--- src/rtl/core/odo_pkg.sv ---
// Shared types, widths, constants and the arctangent table of the odometry block.
`timescale 1ns / 1ps
package odo_pkg;

   localparam int CORDIC_STEPS_DEF = 20;

   localparam int GAIN_W  = 26;
   localparam int SPEED_W = 24;
   localparam int RATE_W  = 24;
   localparam int TIME_W  = 32;
   localparam int POS_W   = 32;
   localparam int ANG_W   = 24;

   localparam int CSR_IDX_W = 2;
   localparam logic [CSR_IDX_W-1:0] CSR_LEFT_ARC   = 2'd0;
   localparam logic [CSR_IDX_W-1:0] CSR_RIGHT_ARC  = 2'd1;
   localparam logic [CSR_IDX_W-1:0] CSR_LEFT_TURN  = 2'd2;
   localparam logic [CSR_IDX_W-1:0] CSR_RIGHT_TURN = 2'd3;

   localparam logic [GAIN_W-1:0] LEFT_ARC_RST   = 26'd1996489;
   localparam logic [GAIN_W-1:0] RIGHT_ARC_RST  = 26'd1996371;
   localparam logic [GAIN_W-1:0] LEFT_TURN_RST  = 26'd4917671;
   localparam logic [GAIN_W-1:0] RIGHT_TURN_RST = 26'd4917386;

   localparam logic [POS_W-1:0] POS_X_RST   = 32'hFFF9_8000;
   localparam logic [POS_W-1:0] POS_Y_RST   = 32'h0011_0000;
   localparam logic [ANG_W-1:0] HEADING_RST = 24'h80_0000;

   // Serial multiplier operand and product widths.
   localparam int MUL_A_W = 64;
   localparam int MUL_B_W = 32;
   localparam int MUL_P_W = MUL_A_W + MUL_B_W;

   // Wheel sum and turn difference, and their scaling shifts.
   localparam int V_W          = 52;
   localparam int TRAVEL_SHIFT = 12;
   localparam int HEAD_SHIFT   = 40;
   localparam int DX_SHIFT     = 38;
   localparam int YAW_SHIFT    = 24;
   localparam int SPEED_SHIFT  = 25;
   localparam int DMAG_W       = 33;
   localparam int STEP_W       = 43;
   localparam int SUM_W        = 44;
   localparam int DIST_W       = 48;
   localparam int DT_W         = 24;
   localparam logic [31:0] HEAD_K = 32'd2799883369;

   // Travel divider: dividend width, remainder width and the divisor.
   localparam int DIV_N_W = 63;
   localparam int DIV_R_W = 15;
   localparam logic [DIV_R_W-1:0] DIST_DIV = 15'd32000;

   // CORDIC datapath.
   localparam int COR_W      = 34;
   localparam int ATAN_IDX_W = 5;
   localparam logic signed [COR_W-1:0] CORDIC_GAIN = 34'sd652032874;

   typedef struct packed {
      logic               start;
      logic [MUL_A_W-1:0] a;
      logic [MUL_B_W-1:0] b;
   } mul_req_type;

   function automatic logic [31:0] atan_lookup(input logic [ATAN_IDX_W-1:0] idx);
      logic [31:0] r;
      case (idx)
         5'd0:  r = 32'h2000_0000;
         5'd1:  r = 32'h12E4_051E;
         5'd2:  r = 32'h09FB_385B;
         5'd3:  r = 32'h0511_11D4;
         5'd4:  r = 32'h028B_0D43;
         5'd5:  r = 32'h0145_D7E1;
         5'd6:  r = 32'h00A2_F61E;
         5'd7:  r = 32'h0051_7C55;
         5'd8:  r = 32'h0028_BE53;
         5'd9:  r = 32'h0014_5F2F;
         5'd10: r = 32'h000A_2F98;
         5'd11: r = 32'h0005_17CC;
         5'd12: r = 32'h0002_8BE6;
         5'd13: r = 32'h0001_45F3;
         5'd14: r = 32'h0000_A2FA;
         5'd15: r = 32'h0000_517D;
         5'd16: r = 32'h0000_28BE;
         5'd17: r = 32'h0000_145F;
         5'd18: r = 32'h0000_0A30;
         5'd19: r = 32'h0000_0518;
         5'd20: r = 32'h0000_028C;
         5'd21: r = 32'h0000_0146;
         5'd22: r = 32'h0000_00A3;
         5'd23: r = 32'h0000_0051;
         5'd24: r = 32'h0000_0029;
         5'd25: r = 32'h0000_0014;
         5'd26: r = 32'h0000_000A;
         5'd27: r = 32'h0000_0005;
         5'd28: r = 32'h0000_0003;
         5'd29: r = 32'h0000_0001;
         5'd30: r = 32'h0000_0001;
         default: r = 32'h0000_0000;
      endcase
      return r;
   endfunction

endpackage

--- src/rtl/core/odo_mul.sv ---
// Shift-add multiplier that retires one bit of the second operand per cycle.
`timescale 1ns / 1ps
module odo_mul (
   input  logic                          clock,
   input  logic                          reset,
   input  odo_pkg::mul_req_type          req,
   output logic                          done,
   output logic [odo_pkg::MUL_P_W-1:0]   product
);
   import odo_pkg::*;

   localparam int CNT_W = $clog2(MUL_B_W);

   logic [MUL_A_W-1:0] a_ff, a_in;
   logic [MUL_A_W-1:0] hi_ff, hi_in;
   logic [MUL_B_W-1:0] lo_ff, lo_in;
   logic [CNT_W-1:0]   cnt_ff, cnt_in;
   logic               busy_ff, busy_in;
   logic               done_ff, done_in;
   logic [MUL_A_W:0]   sum;

   always_comb begin
      sum     = {1'b0, hi_ff} + (lo_ff[0] ? {1'b0, a_ff} : '0);
      a_in    = a_ff;
      hi_in   = hi_ff;
      lo_in   = lo_ff;
      cnt_in  = cnt_ff;
      busy_in = busy_ff;
      done_in = 1'b0;
      if (req.start) begin
         a_in    = req.a;
         hi_in   = '0;
         lo_in   = req.b;
         cnt_in  = '0;
         busy_in = 1'b1;
      end else if (busy_ff) begin
         hi_in  = sum[MUL_A_W:1];
         lo_in  = {sum[0], lo_ff[MUL_B_W-1:1]};
         cnt_in = cnt_ff + 1'b1;
         if (cnt_ff == CNT_W'(MUL_B_W - 1)) begin
            busy_in = 1'b0;
            done_in = 1'b1;
         end
      end
   end

   always_ff @(posedge clock) begin
      a_ff   <= a_in;
      hi_ff  <= hi_in;
      lo_ff  <= lo_in;
      cnt_ff <= cnt_in;
      if (reset) begin
         busy_ff <= 1'b0;
         done_ff <= 1'b0;
      end else begin
         busy_ff <= busy_in;
         done_ff <= done_in;
      end
   end

   assign done    = done_ff;
   assign product = {hi_ff, lo_ff};

endmodule

--- src/rtl/core/odo_div.sv ---
// Restoring divider by the travel constant, one quotient bit per cycle.
`timescale 1ns / 1ps
module odo_div (
   input  logic                          clock,
   input  logic                          reset,
   input  logic                          start,
   input  logic [odo_pkg::DIV_N_W-1:0]   numer,
   output logic                          done,
   output logic [odo_pkg::DIV_N_W-1:0]   quot
);
   import odo_pkg::*;

   localparam int CNT_W = $clog2(DIV_N_W);

   logic [DIV_N_W-1:0] n_ff, n_in;
   logic [DIV_R_W-1:0] rem_ff, rem_in;
   logic [CNT_W-1:0]   cnt_ff, cnt_in;
   logic               busy_ff, busy_in;
   logic               done_ff, done_in;
   logic [DIV_R_W:0]   trial;
   logic [DIV_R_W:0]   diff;
   logic               ge;

   always_comb begin
      trial   = {rem_ff, n_ff[DIV_N_W-1]};
      diff    = trial - {1'b0, DIST_DIV};
      ge      = trial >= {1'b0, DIST_DIV};
      n_in    = n_ff;
      rem_in  = rem_ff;
      cnt_in  = cnt_ff;
      busy_in = busy_ff;
      done_in = 1'b0;
      if (start) begin
         n_in    = numer;
         rem_in  = '0;
         cnt_in  = '0;
         busy_in = 1'b1;
      end else if (busy_ff) begin
         rem_in = ge ? diff[DIV_R_W-1:0] : trial[DIV_R_W-1:0];
         n_in   = {n_ff[DIV_N_W-2:0], ge};
         cnt_in = cnt_ff + 1'b1;
         if (cnt_ff == CNT_W'(DIV_N_W - 1)) begin
            busy_in = 1'b0;
            done_in = 1'b1;
         end
      end
   end

   always_ff @(posedge clock) begin
      n_ff   <= n_in;
      rem_ff <= rem_in;
      cnt_ff <= cnt_in;
      if (reset) begin
         busy_ff <= 1'b0;
         done_ff <= 1'b0;
      end else begin
         busy_ff <= busy_in;
         done_ff <= done_in;
      end
   end

   assign done = done_ff;
   assign quot = n_ff;

endmodule

--- src/rtl/core/odo_cordic.sv ---
// Iterative CORDIC rotator giving cosine and sine of a 32-bit binary angle.
`timescale 1ns / 1ps
module odo_cordic #(
   parameter int STEPS = odo_pkg::CORDIC_STEPS_DEF
) (
   input  logic                                clock,
   input  logic                                reset,
   input  logic                                start,
   input  logic [31:0]                         angle,
   output logic                                done,
   output logic signed [odo_pkg::COR_W-1:0]    cos_out,
   output logic signed [odo_pkg::COR_W-1:0]    sin_out
);
   import odo_pkg::*;

   logic signed [COR_W-1:0] x_ff, x_in, y_ff, y_in, z_ff, z_in;
   logic signed [COR_W-1:0] xs, ys, at;
   logic [ATAN_IDX_W-1:0]   idx_ff, idx_in;
   logic                    flip_ff, flip_in;
   logic                    busy_ff, busy_in;
   logic                    done_ff, done_in;
   logic [31:0]             ang_rot, ang_fold;

   always_comb begin
      // Angles in the back half-plane are turned by half a circle first.
      ang_rot  = angle + 32'h4000_0000;
      ang_fold = ang_rot[31] ? (angle ^ 32'h8000_0000) : angle;
      xs       = x_ff >>> idx_ff;
      ys       = y_ff >>> idx_ff;
      at       = $signed({{(COR_W-32){1'b0}}, atan_lookup(idx_ff)});
      x_in     = x_ff;
      y_in     = y_ff;
      z_in     = z_ff;
      idx_in   = idx_ff;
      flip_in  = flip_ff;
      busy_in  = busy_ff;
      done_in  = 1'b0;
      if (start) begin
         x_in    = CORDIC_GAIN;
         y_in    = '0;
         z_in    = $signed({{(COR_W-32){ang_fold[31]}}, ang_fold});
         idx_in  = '0;
         flip_in = ang_rot[31];
         busy_in = 1'b1;
      end else if (busy_ff) begin
         if (!z_ff[COR_W-1]) begin
            x_in = x_ff - ys;
            y_in = y_ff + xs;
            z_in = z_ff - at;
         end else begin
            x_in = x_ff + ys;
            y_in = y_ff - xs;
            z_in = z_ff + at;
         end
         idx_in = idx_ff + 1'b1;
         if (idx_ff == ATAN_IDX_W'(STEPS - 1)) begin
            busy_in = 1'b0;
            done_in = 1'b1;
         end
      end
   end

   always_ff @(posedge clock) begin
      x_ff    <= x_in;
      y_ff    <= y_in;
      z_ff    <= z_in;
      idx_ff  <= idx_in;
      flip_ff <= flip_in;
      if (reset) begin
         busy_ff <= 1'b0;
         done_ff <= 1'b0;
      end else begin
         busy_ff <= busy_in;
         done_ff <= done_in;
      end
   end

   assign done    = done_ff;
   assign cos_out = flip_ff ? -x_ff : x_ff;
   assign sin_out = flip_ff ? -y_ff : y_ff;

endmodule

--- src/rtl/core/diff_drive_odometry.sv ---
// Dead-reckoning pose tracker for a two-wheel robot, top level.
// A wheel sample that moves the pose runs nine passes of the serial multiplier, the travel
// divider and the CORDIC. Set pose, a repeated timestamp and the first sample go straight
// to the finishing state. One item is in flight at a time.
// Synchronous active-high reset restores the gains, the start pose and clears the rates.
`timescale 1ns / 1ps
module diff_drive_odometry #(
   parameter int CORDIC_STEPS = odo_pkg::CORDIC_STEPS_DEF
) (
   input  logic                                 clock,
   input  logic                                 reset,
   input  logic                                 req_valid,
   output logic                                 req_ready,
   input  logic                                 req_command,
   input  logic signed [odo_pkg::SPEED_W-1:0]   req_left_speed,
   input  logic signed [odo_pkg::SPEED_W-1:0]   req_right_speed,
   input  logic [odo_pkg::TIME_W-1:0]           req_time_ms,
   input  logic signed [odo_pkg::POS_W-1:0]     req_new_x,
   input  logic signed [odo_pkg::POS_W-1:0]     req_new_y,
   input  logic signed [odo_pkg::ANG_W-1:0]     req_new_heading,
   output logic                                 rsp_valid,
   input  logic                                 rsp_ready,
   output logic signed [odo_pkg::POS_W-1:0]     rsp_pose_x,
   output logic signed [odo_pkg::POS_W-1:0]     rsp_pose_y,
   output logic signed [odo_pkg::ANG_W-1:0]     rsp_heading,
   output logic [odo_pkg::RATE_W-1:0]           rsp_speed,
   output logic signed [odo_pkg::RATE_W-1:0]    rsp_yaw_rate,
   output logic [odo_pkg::TIME_W-1:0]           rsp_update_time_ms,
   input  logic                                 csr_valid,
   output logic                                 csr_ready,
   input  logic [odo_pkg::CSR_IDX_W-1:0]        csr_index,
   input  logic [odo_pkg::GAIN_W-1:0]           csr_wdata
);
   import odo_pkg::*;

   // Sequencer states, one-hot.
   typedef enum logic [4:0] {
      ST_IDLE = 5'b00001,
      ST_MUL  = 5'b00010,
      ST_DIV  = 5'b00100,
      ST_COR  = 5'b01000,
      ST_FIN  = 5'b10000
   } state_type;

   // Multiplier passes, in the order they run.
   typedef enum logic [3:0] {
      OP_LEFT_ARC,
      OP_RIGHT_ARC,
      OP_RIGHT_TURN,
      OP_LEFT_TURN,
      OP_HEAD_TIME,
      OP_HEAD_GAIN,
      OP_TRAVEL,
      OP_DX,
      OP_DY
   } op_type;

   // What the finishing cycle does to the state.
   typedef enum logic [1:0] {
      KIND_LOAD,
      KIND_HOLD,
      KIND_FIRST,
      KIND_MOVE
   } kind_type;

   localparam logic [RATE_W-1:0] YAW_MAX = {1'b0, {(RATE_W-1){1'b1}}};
   localparam logic [RATE_W-1:0] YAW_NEG = {1'b1, {(RATE_W-1){1'b0}}};
   localparam logic [POS_W-1:0]  POS_MAX = {1'b0, {(POS_W-1){1'b1}}};
   localparam logic [POS_W-1:0]  POS_MIN = {1'b1, {(POS_W-1){1'b0}}};

   // Saturate a widened position sum back to the position width.
   function automatic logic [POS_W-1:0] sat_pos(input logic [SUM_W-1:0] v);
      logic [POS_W-1:0] r;
      if ((&v[SUM_W-1:POS_W-1]) || !(|v[SUM_W-1:POS_W-1])) begin
         r = v[POS_W-1:0];
      end else begin
         r = v[SUM_W-1] ? POS_MIN : POS_MAX;
      end
      return r;
   endfunction

   state_type state_ff, state_in;
   op_type    op_ff, op_in;
   kind_type  kind_ff, kind_in;
   logic      mul_start_ff, mul_start_in;
   logic      div_start_ff, div_start_in;
   logic      cor_start_ff, cor_start_in;
   logic      rsp_valid_ff, rsp_valid_in;

   // Gains.
   logic [GAIN_W-1:0] lag_ff, lag_in, rag_ff, rag_in, ltg_ff, ltg_in, rtg_ff, rtg_in;

   // Architectural state; it also drives the result ports.
   logic [POS_W-1:0]  pos_x_ff, pos_x_in, pos_y_ff, pos_y_in;
   logic [ANG_W-1:0]  head_ff, head_in;
   logic [RATE_W-1:0] speed_ff, speed_in, yaw_ff, yaw_in;
   logic [TIME_W-1:0] last_time_ff, last_time_in;
   logic              started_ff, started_in;

   // Captured beat and per-item working registers.
   logic [SPEED_W-1:0] vl_ff, vl_in, vr_ff, vr_in;
   logic [TIME_W-1:0]  time_ff, time_in;
   logic [POS_W-1:0]   nx_ff, nx_in, ny_ff, ny_in;
   logic [ANG_W-1:0]   nh_ff, nh_in;
   logic               dneg_ff, dneg_in;
   logic [DT_W-1:0]    adt_ff, adt_in;
   logic signed [V_W-1:0] v_ff, v_in, w_ff, w_in;
   logic [ANG_W-1:0]   headn_ff, headn_in;
   logic [31:0]        ang_ff, ang_in;
   logic [DIST_W-1:0]  dist_ff, dist_in;
   logic [31:0]        cmag_ff, cmag_in, smag_ff, smag_in;
   logic               cneg_ff, cneg_in, sneg_ff, sneg_in;
   logic [POS_W-1:0]   px_ff, px_in, py_ff, py_in;

   // Datapath helpers.
   mul_req_type            mul_req;
   logic                   mul_done, div_done, cor_done;
   logic [MUL_P_W-1:0]     mul_prod;
   logic [DIV_N_W-1:0]     div_quot;
   logic signed [COR_W-1:0] cor_cos, cor_sin, neg_cos, neg_sin;
   logic [SPEED_W-1:0]     vl_mag, vr_mag;
   logic                   vl_neg, vr_neg;
   logic signed [V_W-1:0]  p_vw;
   logic [V_W-1:0]         v_mag, w_mag;
   logic [TIME_W:0]        dt, dt_mag;
   logic [DMAG_W-1:0]      dmag;
   logic                   tneg, vneg;
   logic [31:0]            dth, dhalf, h32, head_sum;
   logic [STEP_W-1:0]      m_step;
   logic [SUM_W-1:0]       step_x, step_y, sum_x, sum_y;
   logic [V_W-YAW_SHIFT-1:0]   wm;
   logic [V_W-SPEED_SHIFT-1:0] sm;
   logic [RATE_W-1:0]      yaw_new, speed_new, wm_clip;
   logic                   fin_go;

   always_comb begin
      vl_neg  = vl_ff[SPEED_W-1];
      vl_mag  = vl_neg ? (~vl_ff + 1'b1) : vl_ff;
      // The right wheel speed is negated, so its sign is the reverse of the beat's.
      vr_neg  = !vr_ff[SPEED_W-1];
      vr_mag  = vr_ff[SPEED_W-1] ? (~vr_ff + 1'b1) : vr_ff;
      p_vw    = $signed(mul_prod[V_W-1:0]);
      v_mag   = v_ff[V_W-1] ? V_W'(-v_ff) : V_W'(v_ff);
      w_mag   = w_ff[V_W-1] ? V_W'(-w_ff) : V_W'(w_ff);
      dt      = {1'b0, req_time_ms} - {1'b0, last_time_ff};
      dt_mag  = dt[TIME_W] ? (~dt + 1'b1) : dt;
      dmag    = mul_prod[HEAD_SHIFT +: DMAG_W];
      tneg    = w_ff[V_W-1] ^ dneg_ff;
      vneg    = v_ff[V_W-1] ^ dneg_ff;
      dth     = tneg ? (32'd0 - dmag[31:0]) : dmag[31:0];
      dhalf   = tneg ? (32'd0 - dmag[DMAG_W-1:1]) : dmag[DMAG_W-1:1];
      h32     = {head_ff, 8'd0};
      head_sum = h32 + dth;
      m_step  = mul_prod[DX_SHIFT +: STEP_W];
      step_x  = (cneg_ff ^ vneg) ? (SUM_W'(0) - {1'b0, m_step}) : {1'b0, m_step};
      step_y  = (sneg_ff ^ vneg) ? (SUM_W'(0) - {1'b0, m_step}) : {1'b0, m_step};
      sum_x   = {{(SUM_W-POS_W){pos_x_ff[POS_W-1]}}, pos_x_ff} + step_x;
      sum_y   = {{(SUM_W-POS_W){pos_y_ff[POS_W-1]}}, pos_y_ff} + step_y;
      neg_cos = -cor_cos;
      neg_sin = -cor_sin;

      // Yaw rate and speed, saturated to the result widths.
      wm      = w_mag[V_W-1:YAW_SHIFT];
      wm_clip = (wm > (V_W-YAW_SHIFT)'(YAW_NEG)) ? YAW_NEG : wm[RATE_W-1:0];
      if (w_ff[V_W-1]) begin
         yaw_new = RATE_W'(0) - wm_clip;
      end else begin
         yaw_new = (wm > (V_W-YAW_SHIFT)'(YAW_MAX)) ? YAW_MAX : wm[RATE_W-1:0];
      end
      sm        = v_mag[V_W-1:SPEED_SHIFT];
      speed_new = (|sm[V_W-SPEED_SHIFT-1:RATE_W]) ? '1 : sm[RATE_W-1:0];
      if (dneg_ff) begin
         speed_new = '0;
      end
   end

   // Operands of the shared multiplier for each pass.
   always_comb begin
      mul_req.start = mul_start_ff;
      case (op_ff)
         OP_LEFT_ARC: begin
            mul_req.a = MUL_A_W'(lag_ff);
            mul_req.b = MUL_B_W'(vl_mag);
         end
         OP_RIGHT_ARC: begin
            mul_req.a = MUL_A_W'(rag_ff);
            mul_req.b = MUL_B_W'(vr_mag);
         end
         OP_RIGHT_TURN: begin
            mul_req.a = MUL_A_W'(rtg_ff);
            mul_req.b = MUL_B_W'(vr_mag);
         end
         OP_LEFT_TURN: begin
            mul_req.a = MUL_A_W'(ltg_ff);
            mul_req.b = MUL_B_W'(vl_mag);
         end
         OP_HEAD_TIME: begin
            mul_req.a = MUL_A_W'(w_mag >> TRAVEL_SHIFT);
            mul_req.b = MUL_B_W'(adt_ff);
         end
         OP_HEAD_GAIN: begin
            // The previous product is still held in the multiplier.
            mul_req.a = mul_prod[MUL_A_W-1:0];
            mul_req.b = HEAD_K;
         end
         OP_TRAVEL: begin
            mul_req.a = MUL_A_W'(v_mag >> TRAVEL_SHIFT);
            mul_req.b = MUL_B_W'(adt_ff);
         end
         OP_DX: begin
            mul_req.a = MUL_A_W'(dist_ff);
            mul_req.b = cmag_ff;
         end
         OP_DY: begin
            mul_req.a = MUL_A_W'(dist_ff);
            mul_req.b = smag_ff;
         end
         default: begin
            mul_req.a = '0;
            mul_req.b = '0;
         end
      endcase
   end

   // Sequencer and working registers.
   always_comb begin
      state_in     = state_ff;
      op_in        = op_ff;
      kind_in      = kind_ff;
      mul_start_in = 1'b0;
      div_start_in = 1'b0;
      cor_start_in = 1'b0;
      vl_in        = vl_ff;
      vr_in        = vr_ff;
      time_in      = time_ff;
      nx_in        = nx_ff;
      ny_in        = ny_ff;
      nh_in        = nh_ff;
      dneg_in      = dneg_ff;
      adt_in       = adt_ff;
      v_in         = v_ff;
      w_in         = w_ff;
      headn_in     = headn_ff;
      ang_in       = ang_ff;
      dist_in      = dist_ff;
      cmag_in      = cmag_ff;
      smag_in      = smag_ff;
      cneg_in      = cneg_ff;
      sneg_in      = sneg_ff;
      px_in        = px_ff;
      py_in        = py_ff;
      fin_go       = 1'b0;

      case (state_ff)
         ST_IDLE: begin
            if (req_valid) begin
               vl_in   = req_left_speed;
               vr_in   = req_right_speed;
               time_in = req_time_ms;
               nx_in   = req_new_x;
               ny_in   = req_new_y;
               nh_in   = req_new_heading;
               dneg_in = dt[TIME_W];
               // Elapsed time magnitude saturates for the pose step.
               adt_in  = (|dt_mag[TIME_W:DT_W]) ? '1 : dt_mag[DT_W-1:0];
               if (req_command) begin
                  kind_in  = KIND_LOAD;
                  state_in = ST_FIN;
               end else if (dt == '0) begin
                  kind_in  = KIND_HOLD;
                  state_in = ST_FIN;
               end else if (!started_ff) begin
                  kind_in  = KIND_FIRST;
                  state_in = ST_FIN;
               end else begin
                  kind_in      = KIND_MOVE;
                  state_in     = ST_MUL;
                  op_in        = OP_LEFT_ARC;
                  mul_start_in = 1'b1;
               end
            end
         end
         ST_MUL: begin
            if (mul_done) begin
               case (op_ff)
                  OP_LEFT_ARC: begin
                     v_in         = vl_neg ? -p_vw : p_vw;
                     op_in        = OP_RIGHT_ARC;
                     mul_start_in = 1'b1;
                  end
                  OP_RIGHT_ARC: begin
                     v_in         = v_ff + (vr_neg ? -p_vw : p_vw);
                     op_in        = OP_RIGHT_TURN;
                     mul_start_in = 1'b1;
                  end
                  OP_RIGHT_TURN: begin
                     w_in         = vr_neg ? -p_vw : p_vw;
                     op_in        = OP_LEFT_TURN;
                     mul_start_in = 1'b1;
                  end
                  OP_LEFT_TURN: begin
                     w_in         = w_ff - (vl_neg ? -p_vw : p_vw);
                     op_in        = OP_HEAD_TIME;
                     mul_start_in = 1'b1;
                  end
                  OP_HEAD_TIME: begin
                     op_in        = OP_HEAD_GAIN;
                     mul_start_in = 1'b1;
                  end
                  OP_HEAD_GAIN: begin
                     // New heading, and the mid-step angle for the rotator.
                     headn_in     = head_sum[31:8];
                     ang_in       = h32 + dhalf;
                     op_in        = OP_TRAVEL;
                     mul_start_in = 1'b1;
                  end
                  OP_TRAVEL: begin
                     state_in     = ST_DIV;
                     div_start_in = 1'b1;
                  end
                  OP_DX: begin
                     px_in        = sat_pos(sum_x);
                     op_in        = OP_DY;
                     mul_start_in = 1'b1;
                  end
                  OP_DY: begin
                     py_in    = sat_pos(sum_y);
                     state_in = ST_FIN;
                  end
                  default: begin
                     state_in = ST_FIN;
                  end
               endcase
            end
         end
         ST_DIV: begin
            if (div_done) begin
               dist_in      = div_quot[DIST_W-1:0];
               state_in     = ST_COR;
               cor_start_in = 1'b1;
            end
         end
         ST_COR: begin
            if (cor_done) begin
               cneg_in      = cor_cos[COR_W-1];
               sneg_in      = cor_sin[COR_W-1];
               cmag_in      = cor_cos[COR_W-1] ? neg_cos[31:0] : cor_cos[31:0];
               smag_in      = cor_sin[COR_W-1] ? neg_sin[31:0] : cor_sin[31:0];
               state_in     = ST_MUL;
               op_in        = OP_DX;
               mul_start_in = 1'b1;
            end
         end
         ST_FIN: begin
            // The state doubles as the result register, so it changes only
            // once the previous result beat has gone.
            if (!rsp_valid_ff || rsp_ready) begin
               fin_go   = 1'b1;
               state_in = ST_IDLE;
            end
         end
         default: begin
            state_in = ST_IDLE;
         end
      endcase
   end

   // Architectural state update at the end of an item.
   always_comb begin
      pos_x_in     = pos_x_ff;
      pos_y_in     = pos_y_ff;
      head_in      = head_ff;
      speed_in     = speed_ff;
      yaw_in       = yaw_ff;
      last_time_in = last_time_ff;
      started_in   = started_ff;
      if (fin_go) begin
         case (kind_ff)
            KIND_LOAD: begin
               pos_x_in = nx_ff;
               pos_y_in = ny_ff;
               head_in  = nh_ff;
            end
            KIND_HOLD: begin
               started_in = 1'b1;
            end
            KIND_FIRST: begin
               started_in   = 1'b1;
               last_time_in = time_ff;
               speed_in     = '0;
               yaw_in       = '0;
            end
            KIND_MOVE: begin
               started_in   = 1'b1;
               last_time_in = time_ff;
               pos_x_in     = px_ff;
               pos_y_in     = py_ff;
               head_in      = headn_ff;
               speed_in     = speed_new;
               yaw_in       = yaw_new;
            end
            default: begin
               started_in = started_ff;
            end
         endcase
      end
      rsp_valid_in = fin_go ? 1'b1 : (rsp_ready ? 1'b0 : rsp_valid_ff);
   end

   // Gain registers; the user must write them only while the block is idle, which the block itself does not enforce.
   always_comb begin
      lag_in = lag_ff;
      rag_in = rag_ff;
      ltg_in = ltg_ff;
      rtg_in = rtg_ff;
      if (csr_valid) begin
         case (csr_index)
            CSR_LEFT_ARC:   lag_in = csr_wdata;
            CSR_RIGHT_ARC:  rag_in = csr_wdata;
            CSR_LEFT_TURN:  ltg_in = csr_wdata;
            CSR_RIGHT_TURN: rtg_in = csr_wdata;
            default:        lag_in = lag_ff;
         endcase
      end
   end

   always_ff @(posedge clock) begin
      vl_ff    <= vl_in;
      vr_ff    <= vr_in;
      time_ff  <= time_in;
      nx_ff    <= nx_in;
      ny_ff    <= ny_in;
      nh_ff    <= nh_in;
      dneg_ff  <= dneg_in;
      adt_ff   <= adt_in;
      v_ff     <= v_in;
      w_ff     <= w_in;
      headn_ff <= headn_in;
      ang_ff   <= ang_in;
      dist_ff  <= dist_in;
      cmag_ff  <= cmag_in;
      smag_ff  <= smag_in;
      cneg_ff  <= cneg_in;
      sneg_ff  <= sneg_in;
      px_ff    <= px_in;
      py_ff    <= py_in;
      op_ff    <= op_in;
      kind_ff  <= kind_in;
      if (reset) begin
         state_ff     <= ST_IDLE;
         mul_start_ff <= 1'b0;
         div_start_ff <= 1'b0;
         cor_start_ff <= 1'b0;
         rsp_valid_ff <= 1'b0;
         lag_ff       <= LEFT_ARC_RST;
         rag_ff       <= RIGHT_ARC_RST;
         ltg_ff       <= LEFT_TURN_RST;
         rtg_ff       <= RIGHT_TURN_RST;
         pos_x_ff     <= POS_X_RST;
         pos_y_ff     <= POS_Y_RST;
         head_ff      <= HEADING_RST;
         speed_ff     <= '0;
         yaw_ff       <= '0;
         last_time_ff <= '0;
         started_ff   <= 1'b0;
      end else begin
         state_ff     <= state_in;
         mul_start_ff <= mul_start_in;
         div_start_ff <= div_start_in;
         cor_start_ff <= cor_start_in;
         rsp_valid_ff <= rsp_valid_in;
         lag_ff       <= lag_in;
         rag_ff       <= rag_in;
         ltg_ff       <= ltg_in;
         rtg_ff       <= rtg_in;
         pos_x_ff     <= pos_x_in;
         pos_y_ff     <= pos_y_in;
         head_ff      <= head_in;
         speed_ff     <= speed_in;
         yaw_ff       <= yaw_in;
         last_time_ff <= last_time_in;
         started_ff   <= started_in;
      end
   end

   odo_mul u_mul (
      .clock   (clock),
      .reset   (reset),
      .req     (mul_req),
      .done    (mul_done),
      .product (mul_prod)
   );

   odo_div u_div (
      .clock (clock),
      .reset (reset),
      .start (div_start_ff),
      .numer (mul_prod[DIV_N_W-1:0]),
      .done  (div_done),
      .quot  (div_quot)
   );

   odo_cordic #(
      .STEPS (CORDIC_STEPS)
   ) u_cordic (
      .clock   (clock),
      .reset   (reset),
      .start   (cor_start_ff),
      .angle   (ang_ff),
      .done    (cor_done),
      .cos_out (cor_cos),
      .sin_out (cor_sin)
   );

   assign req_ready          = (state_ff == ST_IDLE);
   assign csr_ready          = 1'b1;
   assign rsp_valid          = rsp_valid_ff;
   assign rsp_pose_x         = pos_x_ff;
   assign rsp_pose_y         = pos_y_ff;
   assign rsp_heading        = head_ff;
   assign rsp_speed          = speed_ff;
   assign rsp_yaw_rate       = yaw_ff;
   assign rsp_update_time_ms = last_time_ff;

endmodule
--- config.mk ---
export PLATFORM = sky130hd
export DESIGN_NAME = diff_drive_odometry
export DESIGN_NICKNAME = d
export VERILOG_FILES = /design/src/rtl/core/odo_pkg.sv /design/src/rtl/core/odo_mul.sv /design/src/rtl/core/odo_div.sv /design/src/rtl/core/odo_cordic.sv /design/src/rtl/core/diff_drive_odometry.sv
export SDC_FILE = /design/constraint.sdc
export NUM_CORES = 2
export LEC_CHECK = 0
export ABC_AREA = 1
export ABC_CLOCK_PERIOD_IN_PS = 18400
export CORE_MARGIN = 8
export CORE_UTILIZATION = 40
export CTS_CLUSTER_DIAMETER = 150
export DETAILED_ROUTE_END_ITERATION = 10
export DONT_BUFFER_PORTS = 1
export HOLD_SLACK_MARGIN = 0.08
export SYNTH_ARGS = -nofsm -noshare
export SYNTH_HDL_FRONTEND = slang
export SYNTH_SLANG_ARGS = --single-unit
--- constraint.sdc ---
create_clock -name clock -period 18.4 [get_ports clock]
set_clock_uncertainty 0.1 [all_clocks]
set_input_delay 0 -clock clock [delete_from_list [all_inputs] [get_ports clock]]
set_output_delay 0 -clock clock [all_outputs]
set_load 0.005 [all_outputs]
==> metrics.txt <==
outcome=finished clean; Hold Violations, Final=0; worst rel slew slack=14.8%; first-pass GRT wire length=520,000 um; Post-Syn Area=0.0890 sq mm; crit path kind=register to register; minimum clock period=7.31 ns; total CTS buffers=144; initial core utilization=40.1%; Via Count=87,400; VDD IR-drop max=0.0000858 V; Yosys cell types=81; Total GRT Usage=28.2%; H-tree depth=4; syn_area_per_cell=7.29 sq um; ys flop type=edfxtp_1; Cells after Synth=12,200; RD Place Congestion=1.02; hpwl dp=275,000 um; Area Overhead vs Synth=13.4%; crit path buf inv count=3; critical path fanouts, max=31; Ports=373; placed cell area=0.0915 sq mm; RSZ-0062 raised after global routing=false; Final nets=13,100; Core ar.=0.222 sq mm; family with the most delay on the worst path=simple AND/OR/NAND/NOR gates; initial antenna violation count=11; drt total wl=355,000 um; maximum clock frequency=137 MHz; Async SR Flop Fraction=0%; I/O Buffers=0; Post-synth EDFFs=731; TritonRoute pass-1 iters=9; final setup fails=0; DRC errors left=0; Design Area, Final=0.101 sq mm; largest net degree at the start of global routing=104; startpoint types=register; Die Area=0.238 sq mm; Tightest Hold Check Type=primary input to register; Die Span Y=488 um; Crit. End Element=register; site row count=173; Initial DRC Count=9,066; width of the die=488 um; crit-path cells=inv_1, ha_1, inv_1, nor2_1, inv_1, nor2_1, nand3_1, xor2_1, o21ai_0, ha_1, nand2_1, o21ai_0, a21oi_1, nand3_1, a21o_1, a21boi_0, o21ai_0, xor2_1, nand3_1, nor2_1, nand2_1, nand2_1, nand2_1; routed len/inst=22.8 um; Worst EP arrival=7.73 ns; worst skew pair latency=0.82 ns; sequential fraction of the synthesis area=35.5%; CP Data Required Time=18.82 ns; clock root buffer=clkbuf_16; Max Cap Viol=0; Final TNS setup=0 ns; GRT overflow=0; Pwr Density=119 mW/mm^2; Slew Viols, Final=0; CTS tree=yes; Post-CTS Setup Inserts=0; routed vias/inst=5.63; Post-DRT Antenna Nets=0; Clock Path Buffers=3; #FFs+latches synth=1,212; CTS clock-pin slew for the worst setup and hold paths=0.06 ns; Slowest-stage cell, CP=nor2_1; worst slew pin tran=1.27 ns; most frequent CP cell=nand2_1; Post-Syn Nets=12,900; Tcrit/Tclk final=39.7%; vias in the first global route=81,600; share of cells above drive strength 1=4.71%; Clock Sinks=1,212; Crit path largest cell delay=0.72 ns; Syn. warnings=0; Fillers=22,300; Static Leak=0.0425 uW
-- kinds of logic (layout without fill, tap and decap cells) --
group           Yosys count  count (layout)  share of synthesized area [%]
buf+inv                1759            2102                           7.79
compound gates         2757            2757                           17.7
simple gates           5212            5212                           24.4
mux                      50              50                          0.562
other cells               1               6                        0.00421
xor+xnor                725             725                           7.18
flops                  1212            1212                           35.5
fa+ha+maj               485             485                           6.91
-- worst paths after layout --
path	start	endpoint	slack (ns)	depth (start not counted)
worst max-delay path	u_mul.hi_ff[6]$_SDFFE_PP0P_	py_ff[5]$_DFFE_PP_	11.09	23
worst max register to register	u_mul.hi_ff[6]$_SDFFE_PP0P_	py_ff[5]$_DFFE_PP_	11.09	23
worst min-delay path	req_time_ms[29]	adt_ff[1]$_SDFFCE_PP1P_	0.12	9
worst min register to register	u_div.quot[31]$_DFFE_PP_	dist_ff[31]$_DFFE_PP_	0.34	0
-- metal layers --
| layer | part of all wire [%] | global-route usage, % | routed length [um] |
|---|---|---|---|
| met5 | 0.0037 | 0 | 13 |
| met4 | 4.4 | 10.8 | 15500 |
| met3 | 8.0 | 4.84 | 28400 |
| met2 | 44 | 44.4 | 157000 |
| met1 | 43 | 38.8 | 154000 |
-- power by group --
| group | switching, uW | internal [uW] |
|---|---|---|
| logic | 3700 | 1720 |
| clock network | 1280 | 1700 |
| registers | 351 | 3210 |
-- state kept, by name (all words and copies together), names as in the netlist, 34 cells and up --
name / count
v_ff: 52
w_ff: 52
u_mul.a_ff: 64
u_cordic.y_ff: 34
u_cordic.z_ff: 34
u_mul.hi_ff: 64
u_div.quot: 63
dist_ff: 48
u_cordic.x_ff: 34
-- metrics by stage --
stage	total power [uW]	utilization (%)	setup WS, ns	hold slack [ns]	std cells
after floorplan	7110	-	8.82	-0.00113	12200
after global placement	8800	41.3	11.30	-0.00744	14800
after detailed placement	8800	41.3	11.31	-0.00472	14800
after CTS	11900	45.5	11.26	0.0900	15500
after global routing	12600	45.5	10.73	0.147	15500
final	12000	45.5	11.09	0.119	15500
-- worst reg2reg max path: cells and delay by family (launching register included) --
| kind | cells | cell delay (ns) |
|---|---|---|
| adder cells (fa/ha/maj) | 2 | 0.79 |
| flip-flops | 1 | 0.59 |
| AND/OR/NAND/NOR | 10 | 2.70 |
| buffers and inverters | 3 | 0.67 |
| AO/OA/AOI/OAI | 6 | 1.65 |
| XOR/XNOR | 2 | 0.50 |
-- synthesized netlist by cell type, drive strengths merged, types with 29 or more instances --
cell	count	area share (%)
nand2	2989	13
inv	1279	5.4
nor2	1222	5.4
o21ai	1198	6.8
a21oi	796	4.5
edfxtp	731	25
xor2	530	5.2
nand3	501	2.9
dfxtp	481	11
ha	474	6.7
clkbuf	326	1.4
a31oi	202	1.4
xnor2	195	1.9
nor3	163	0.99
nand4	154	1.1
buf	137	0.95
o22ai	110	0.77
or2	85	0.60
nor4	64	0.46
o211ai	57	0.48
mux2i	50	0.56
o21a	50	0.42
a221oi	47	0.46
o221ai	46	0.45
a21boi	40	0.34
o31ai	38	0.33
o311ai	29	0.29
-- cell usage in the layout (no fill, tap or decap), drive strengths merged, types with 474 or more instances in the layout --
cell,count
xor2,530
dfxtp,481
o21ai,1198
nand3,501
nand2,2989
nor2,1222
a21oi,796
edfxtp,731
inv,1294
ha,474
-- layout make-up --
class / instances / area [sq um] / share of cell area, %
Inverter: 1296 / 4870 / 4.83
Antenna cell: 5 / 12.5 / 0.0124
Sequential cell: 1212 / 31600 / 31.3
Timing Repair Buffer: 539 / 5170 / 5.13
Multi-Input combinational cell: 9230 / 50600 / 50.2
Clock buffer: 193 / 4050 / 4.02
Tap cell: 2975 / 3720 / 3.69
Clock inverter: 74 / 828 / 0.821
-- what timing repair did --
item	CTS	global route
hold endpoints to repair	537	0
hold buffers	442	0
gates resized for setup	0	0
No activity file was read; power rests on OpenSTA's default activity.
